### src/hdl/qsv_pkg.sv
`timescale 1ns / 1ps
// Shared constants, types and helpers of the qubit state-vector gate engine.
package qsv_pkg;

  localparam int MAX_QUBITS = 10;
  localparam int AMP_W      = 18;
  localparam int FRAC_BITS  = 16;
  localparam int MAT_W      = 18;

  localparam int ADDR_W  = MAX_QUBITS;
  localparam int DEPTH   = 1 << ADDR_W;
  localparam int WORD_W  = 2 * AMP_W;
  localparam int NQ_W    = $clog2(MAX_QUBITS + 1);
  localparam int MODE_W  = 2;
  localparam int QIDX_W  = 4;
  localparam int RIDX_W  = 10;
  localparam int QCNT_W  = 4;
  localparam int PROD_W  = AMP_W + MAT_W;
  localparam int ACC_W   = PROD_W + 2;
  localparam int RS_W    = ACC_W - FRAC_BITS + 1;
  localparam int CMP_W   = ((QIDX_W > NQ_W) ? QIDX_W : NQ_W) + 1;
  localparam int LCMP_W  = ((RIDX_W > MAX_QUBITS) ? RIDX_W : MAX_QUBITS) + 1;

  localparam int MAC_STEP_W = 4;
  localparam int MAC_CNT_W  = MAC_STEP_W + 1;
  localparam int MAC_STEPS  = 1 << MAC_STEP_W;

  // Configuration port
  localparam int PADDR_W = 3;
  localparam int PDATA_W = 32;
  localparam logic [PADDR_W-3:0] REG_QUBIT_COUNT = '0;
  localparam logic [QCNT_W-1:0]  QCNT_RESET      = QCNT_W'(1);

  localparam longint AmpMaxL = (longint'(1) << (AMP_W - 1)) - 1;
  localparam longint OneL    = ((longint'(1) << FRAC_BITS) > AmpMaxL) ?
                               AmpMaxL : (longint'(1) << FRAC_BITS);

  typedef logic signed [AMP_W-1:0]  amp_t;
  typedef logic signed [MAT_W-1:0]  mat_t;
  typedef logic signed [PROD_W-1:0] prod_t;
  typedef logic signed [ACC_W-1:0]  acc_t;
  typedef logic signed [RS_W-1:0]   rs_t;

  localparam amp_t AMP_MAX = AMP_W'(AmpMaxL);
  localparam amp_t AMP_MIN = AMP_W'(-AmpMaxL - 1);
  localparam amp_t AMP_ONE = AMP_W'(OneL);
  localparam rs_t  RS_MAX  = RS_W'(AmpMaxL);
  localparam rs_t  RS_MIN  = RS_W'(-AmpMaxL - 1);
  localparam logic [ACC_W:0] RND_BIAS = (ACC_W + 1)'(longint'(1) << (FRAC_BITS - 1));

  typedef struct packed {
    amp_t re;
    amp_t im;
  } cplx_t;

  typedef struct packed {
    mat_t re;
    mat_t im;
  } mcplx_t;

  typedef enum logic [MODE_W-1:0] {
    MODE_GROUND = 2'd0,
    MODE_GATE   = 2'd1,
    MODE_CNOT   = 2'd2,
    MODE_READ   = 2'd3
  } mode_e;

  typedef enum logic [3:0] {
    ST_CLEAR,
    ST_IDLE,
    ST_RD_A,
    ST_RD_B,
    ST_LD_B,
    ST_MAC,
    ST_WR_A,
    ST_WR_B,
    ST_RESP
  } state_e;

  typedef struct packed {
    logic                  issue;
    logic [MAC_STEP_W-1:0] step;
  } mac_ctrl_t;

  // Takes a sum with twice the fraction bits down to FRAC_BITS, rounding half up,
  // then clamps it to the amplitude range.
  function automatic amp_t round_sat(input acc_t acc);
    logic [ACC_W:0] biased;
    rs_t            shr;
    biased = {acc[ACC_W-1], acc} + RND_BIAS;
    shr    = rs_t'(biased[ACC_W:FRAC_BITS]);
    if (shr > RS_MAX) begin
      return AMP_MAX;
    end else if (shr < RS_MIN) begin
      return AMP_MIN;
    end
    return shr[AMP_W-1:0];
  endfunction

endpackage

### src/hdl/qsv_mac.sv
`timescale 1ns / 1ps
// Shared complex multiply-accumulate unit: one real product per cycle while issue is set, four sums.
module qsv_mac (
  input  logic                    clk_i,
  input  logic                    rst_ni,
  input  qsv_pkg::mac_ctrl_t      ctrl_i,
  input  qsv_pkg::cplx_t          amp_a_i,
  input  qsv_pkg::cplx_t          amp_b_i,
  input  qsv_pkg::mcplx_t [3:0]   mat_i,
  output qsv_pkg::cplx_t          new_a_o,
  output qsv_pkg::cplx_t          new_b_o
);
  import qsv_pkg::*;

  // Step bits [3:2] pick the sum (new a re, new a im, new b re, new b im),
  // bits [1:0] pick the amplitude part (a re, a im, b re, b im).
  logic [1:0] sum_sel;
  logic [1:0] term_sel;
  amp_t       amp_op;
  mcplx_t     mat_entry;
  mat_t       mat_op;
  logic       neg;
  prod_t      prod_d;

  prod_t      prod_q;
  logic       prod_vld_q;
  logic       prod_neg_q;
  logic       prod_first_q;
  logic [1:0] prod_sum_q;

  acc_t       acc_q [4];
  acc_t       acc_base;
  acc_t       acc_ext;
  acc_t       acc_d;

  always_comb begin
    sum_sel   = ctrl_i.step[3:2];
    term_sel  = ctrl_i.step[1:0];
    unique case (term_sel)
      2'd0:    amp_op = amp_a_i.re;
      2'd1:    amp_op = amp_a_i.im;
      2'd2:    amp_op = amp_b_i.re;
      default: amp_op = amp_b_i.im;
    endcase
    mat_entry = mat_i[{term_sel[1], sum_sel[1]}];
    mat_op    = (sum_sel[0] ^ term_sel[0]) ? mat_entry.im : mat_entry.re;
    // Only the real sums subtract, and only the imaginary-by-imaginary terms.
    neg       = !sum_sel[0] && term_sel[0];
    prod_d    = amp_op * mat_op;
  end

  always_comb begin
    acc_base = prod_first_q ? '0 : acc_q[prod_sum_q];
    acc_ext  = ACC_W'(prod_q);
    acc_d    = prod_neg_q ? (acc_base - acc_ext) : (acc_base + acc_ext);
  end

  always_ff @(posedge clk_i or negedge rst_ni) begin
    if (!rst_ni) begin
      prod_vld_q <= 1'b0;
    end else begin
      prod_vld_q <= ctrl_i.issue;
    end
  end

  always_ff @(posedge clk_i) begin
    if (ctrl_i.issue) begin
      prod_q       <= prod_d;
      prod_neg_q   <= neg;
      prod_first_q <= (term_sel == 2'd0);
      prod_sum_q   <= sum_sel;
    end
    if (prod_vld_q) begin
      acc_q[prod_sum_q] <= acc_d;
    end
  end

  assign new_a_o = '{re: round_sat(acc_q[0]), im: round_sat(acc_q[1])};
  assign new_b_o = '{re: round_sat(acc_q[2]), im: round_sat(acc_q[3])};

endmodule

### config.mk
export PLATFORM = sky130hd
export DESIGN_NAME = qsv_mac
export DESIGN_NICKNAME = d
export VERILOG_FILES = /design/src/hdl/qsv_pkg.sv /design/src/hdl/qsv_mac.sv
export SDC_FILE = /design/constraint.sdc
export NUM_CORES = 1
export LEC_CHECK = 0
export ABC_CLOCK_PERIOD_IN_PS = 5400
export BUFFER_PORTS_ARGS = -buffer_cell sky130_fd_sc_hd__buf_4
export CAP_MARGIN = 5
export CELL_PAD_IN_SITES_DETAIL_PLACEMENT = 0
export CELL_PAD_IN_SITES_GLOBAL_PLACEMENT = 1
export CORE_MARGIN = 8
export CORE_UTILIZATION = 48
export DETAILED_ROUTE_END_ITERATION = 16
export PLACE_DENSITY = 0.85
export REMOVE_ABC_BUFFERS = 1
export SYNTH_ARGS = -nofsm -noshare
export SYNTH_HDL_FRONTEND = slang
export SYNTH_SLANG_ARGS = --single-unit
### constraint.sdc
create_clock -name clk_i -period 5.4 [get_ports clk_i]
set_input_delay 0.27 -clock clk_i [delete_from_list [all_inputs] [get_ports clk_i]]
set_output_delay 0.27 -clock clk_i [all_outputs]
set_load 0.01 [all_outputs]
==> results.txt <==
----------------------------------------------------
[Yosys]
  Synth cell types ... 69
  Synthesized area ... 25400 um^2
  Synth area leader ... fa_1
  Share of flip-flops with an asynchronous set or reset ... 0.513%
  Yosys warns ... 0
  Number of flip-flops and latches in the synthesized netlist ... 195
  Post-synth EDFFs ... 192
  Synth Flop Type ... edfxtp_1
  Average instance area after synthesis ... 9.95 um^2
  Area share of the largest cell type after synthesis ... 26.0%
  Leading cell types by total area after synthesis ... fa_1 26%, edfxtp_1 23%, ha_1 6.7%
  Cells after synthesis ... 2556
  Post-synthesis sequential area ratio ... 22.9%

[Routing]
  Post-Route WL ... 73900 um
  Average vias per placed instance ... 5.36
  Iteration-0 DRC Markers ... 1253
  Post-route ant nets ... 0
  Drt drc ... 0
  Wirelength per Cell ... 19.3 um
  Drt pass-1 iters ... 5
  Number of vias in the routed layout ... 20500

[Timing]
  Measured slew at the worst slew-check pin ... 1.25 ns
  Max-slew headroom ... 16.1%
  Maximum achievable frequency ... 149 MHz
  Crit share post-route ... 124%
  Min setup slack post-route ... -1.31 ns
  RSZ-0062 raised after global routing ... true
  Final hold slack ... 0.124 ns
  Period minus WS final ... 6.71 ns
  Final number of max-transition violations ... 0
  Number of endpoints failing setup at the final stage ... 26
  Post-Route Skew ... 0.0119 ns
  Count of final hold-check violations ... 0

[Final layout]
  Share of layout cells above drive strength 1 ... 30.9%
  Synth-to-layout area growth ... 29.0%
  Final Net Count ... 3811
  Antenna diode count ... 0
  Most common cell after layout, fill and taps aside ... buf_4
  Filler cell count in the final layout ... 4218
  Most frequent cells in the layout ... 565 x buf_4, 393 x inv_1, 307 x fa_1

[Clock network]
  Clock edge transition at the registers on the reported setup and hold paths ... 0.07 ns
  Number of buffers added by the clock tree synthesis step ... 17
  CTS tree ... done
  Largest buffer count on any clock path ... 2
  Clock latency reported for the late side of the worst-skew pair ... 0.44 ns
  Clock root cell ... clkbuf_16
  Number of sinks handled by clock tree synthesis ... 195
  H-tree lvl count ... 4

[Worst setup path]
  Data arrival, critical path ... 6.90 ns
  Required time of the worst setup path ... 5.59 ns
  Nature of the critical path startpoint ... primary input
  Critical path class ... primary input to flop
  Sort of element at the end of the critical path ... flop
  Worst Path Max Fanout ... 8
  R2R setup slack ... 0.35 ns

[Floorplan]
  Starting Density ... 48.5%
  Y dimension of the die ... 246 um
  Std-Cell Core Area ... 52400 um^2
  Number of core rows ... 84
  Die extent in x ... 246 um
  I/O pin count ... 295
  Die area ... 60600 um^2

[Run status]
  Violated checks ... negative setup slack
  Status ... finished with violations

[Place]
  Port Buf Inserts ... 294
  Routability congestion estimate ... 0.983
  Final HPWL from detailed placement ... 61200 um

[Global route]
  Initial antenna violation count ... 0
  Grt total ovfl ... 0
  Pin count of the biggest net entering global routing ... 44
  Overall track demand over capacity in global routing ... 24.2%
  Number of global-route vias before repair ... 22400
  Wire length of the first global-routing pass ... 117000 um

[Job]
  Max-cap violations ... 0

[Hold path]
  Class of the worst hold path ... primary input to flop

----------------------------------------------------
## timing repair
item | 4_1_cts | 5_1_grt
resized for setup | 164 | 109
pin swaps | 111 | 99
setup endpoints to repair | 27 | 27
hold buffers | 1 | 0
endpoints found under the hold margin | 1 | 0
gates cloned | 4 | 0
buffers inserted | 41 | 28
## kinds of logic (layout without fill, tap and decap cells)
| group | after synthesis | in the layout | synth area share [%] |
|---|---|---|---|
| xor+xnor | 167 | 167 | 5.75 |
| simple gates | 721 | 721 | 13.5 |
| flops | 195 | 195 | 22.9 |
| mux | 139 | 139 | 9.25 |
| fa+ha+maj | 466 | 466 | 32.7 |
| compound gates | 338 | 338 | 8.05 |
| buf+inv | 530 | 1109 | 7.82 |
## state kept, by name, indices dropped and copies added, names as in the netlist, named ones only
name	cells
prod_q	36
prod_first_q	1
prod_vld_q	1
acc_q	152
prod_sum_q	2
prod_neg_q	1
## path summary, 6_finish.rpt
kind                                from            end  depth (start not counted)
min in group asynchronous         rst_ni     prod_vld_q                          2
max in group asynchronous         rst_ni     prod_vld_q                          2
setup reg to reg              prod_q[12]   acc_q[2][27]                         14
hold reg to reg            prod_sum_q[0]           flop                          1
setup / recovery               ctrl_i[3]     prod_q[24]                         28
hold / removal                 ctrl_i[2]  prod_sum_q[0]                          2
## cell type report
class / instances / area [um^2] / area share [%]
Timing Repair Buffer: 637 / 5380 / 16.4
Multi-Input combinational cell: 1831 / 18500 / 56.3
Clock buffer: 19 / 433 / 1.32
Tap cell: 688 / 861 / 2.62
Inverter: 440 / 1650 / 5.03
Clock inverter: 13 / 168 / 0.511
Sequential cell: 195 / 5830 / 17.8
## layer usage
layer / track usage, % / routed length, um / part of all wire, %
met1: 29.4 / 29900 / 40
met2: 43.8 / 37500 / 51
met3: 2.98 / 3780 / 5.1
met4: 8.43 / 2760 / 3.7
met5: 0 / 0 / 0
## cells in the mapped netlist (5+ instances only)
library cell and n:
o31ai_1 6, and2_1 14, a311oi_1 5, xor2_1 56
o21ai_1 18, nor3_1 33, or2_2 16, o21bai_1 6
buf_1 16, nor2b_1 63, and4_1 6, or3_1 13
nor2_1 242, inv_1 440, edfxtp_1 192, a21o_1 24
a21oi_1 89, nand4_1 17, o21ai_0 108, o31a_1 5
clkbuf_1 74, mux2_2 29, nand2_1 179, and3_1 23
fa_1 330, nand2b_1 50, o21a_1 28, nand3_1 41
ha_1 136, xnor2_1 111, mux4_2 74, a31oi_1 11
mux2i_1 36
## through the flow
stage / utilization (%) / std cells / TNS [ns] / setup slack, ns / area [um^2]
3_3_place_gp: 58.2 / 3726 / -43.62 / -2.18 / 30500
3_5_place_dp: 58.2 / 3726 / -45.16 / -2.25 / 30500
6_report: 62.6 / 3823 / -21.95 / -1.31 / 32800
4_1_cts: 61.6 / 3803 / -19.88 / -1.22 / 32300
5_1_grt: 62.6 / 3823 / -26.16 / -1.46 / 32800
2_1_floorplan: - / 2466 / -48.03 / -2.73 / 25100
## critical path, stage by stage
cell and delay [ns]:
buf_16 0.13, buf_6 0.12, buf_6 0.11, mux4_2 0.52, mux2i_4 0.27, buf_6 0.19, nor2_2 0.05, fa_1 0.53
fa_1 0.42, ha_1 0.30, inv_2 0.04, fa_1 0.53, inv_1 0.05, fa_1 0.53, inv_1 0.06, fa_1 0.50
inv_2 0.05, ha_4 0.23, a21o_1 0.15, a21o_1 0.17, a221o_1 0.35, a31oi_4 0.20, buf_6 0.13, nor3_2 0.04
o21a_1 0.20, o21a_1 0.21, o41a_1 0.40, xor2_1 0.15
Power is not shown: default switching activity piles up to over one toggle a cycle in this logic, so the estimate is an artifact.
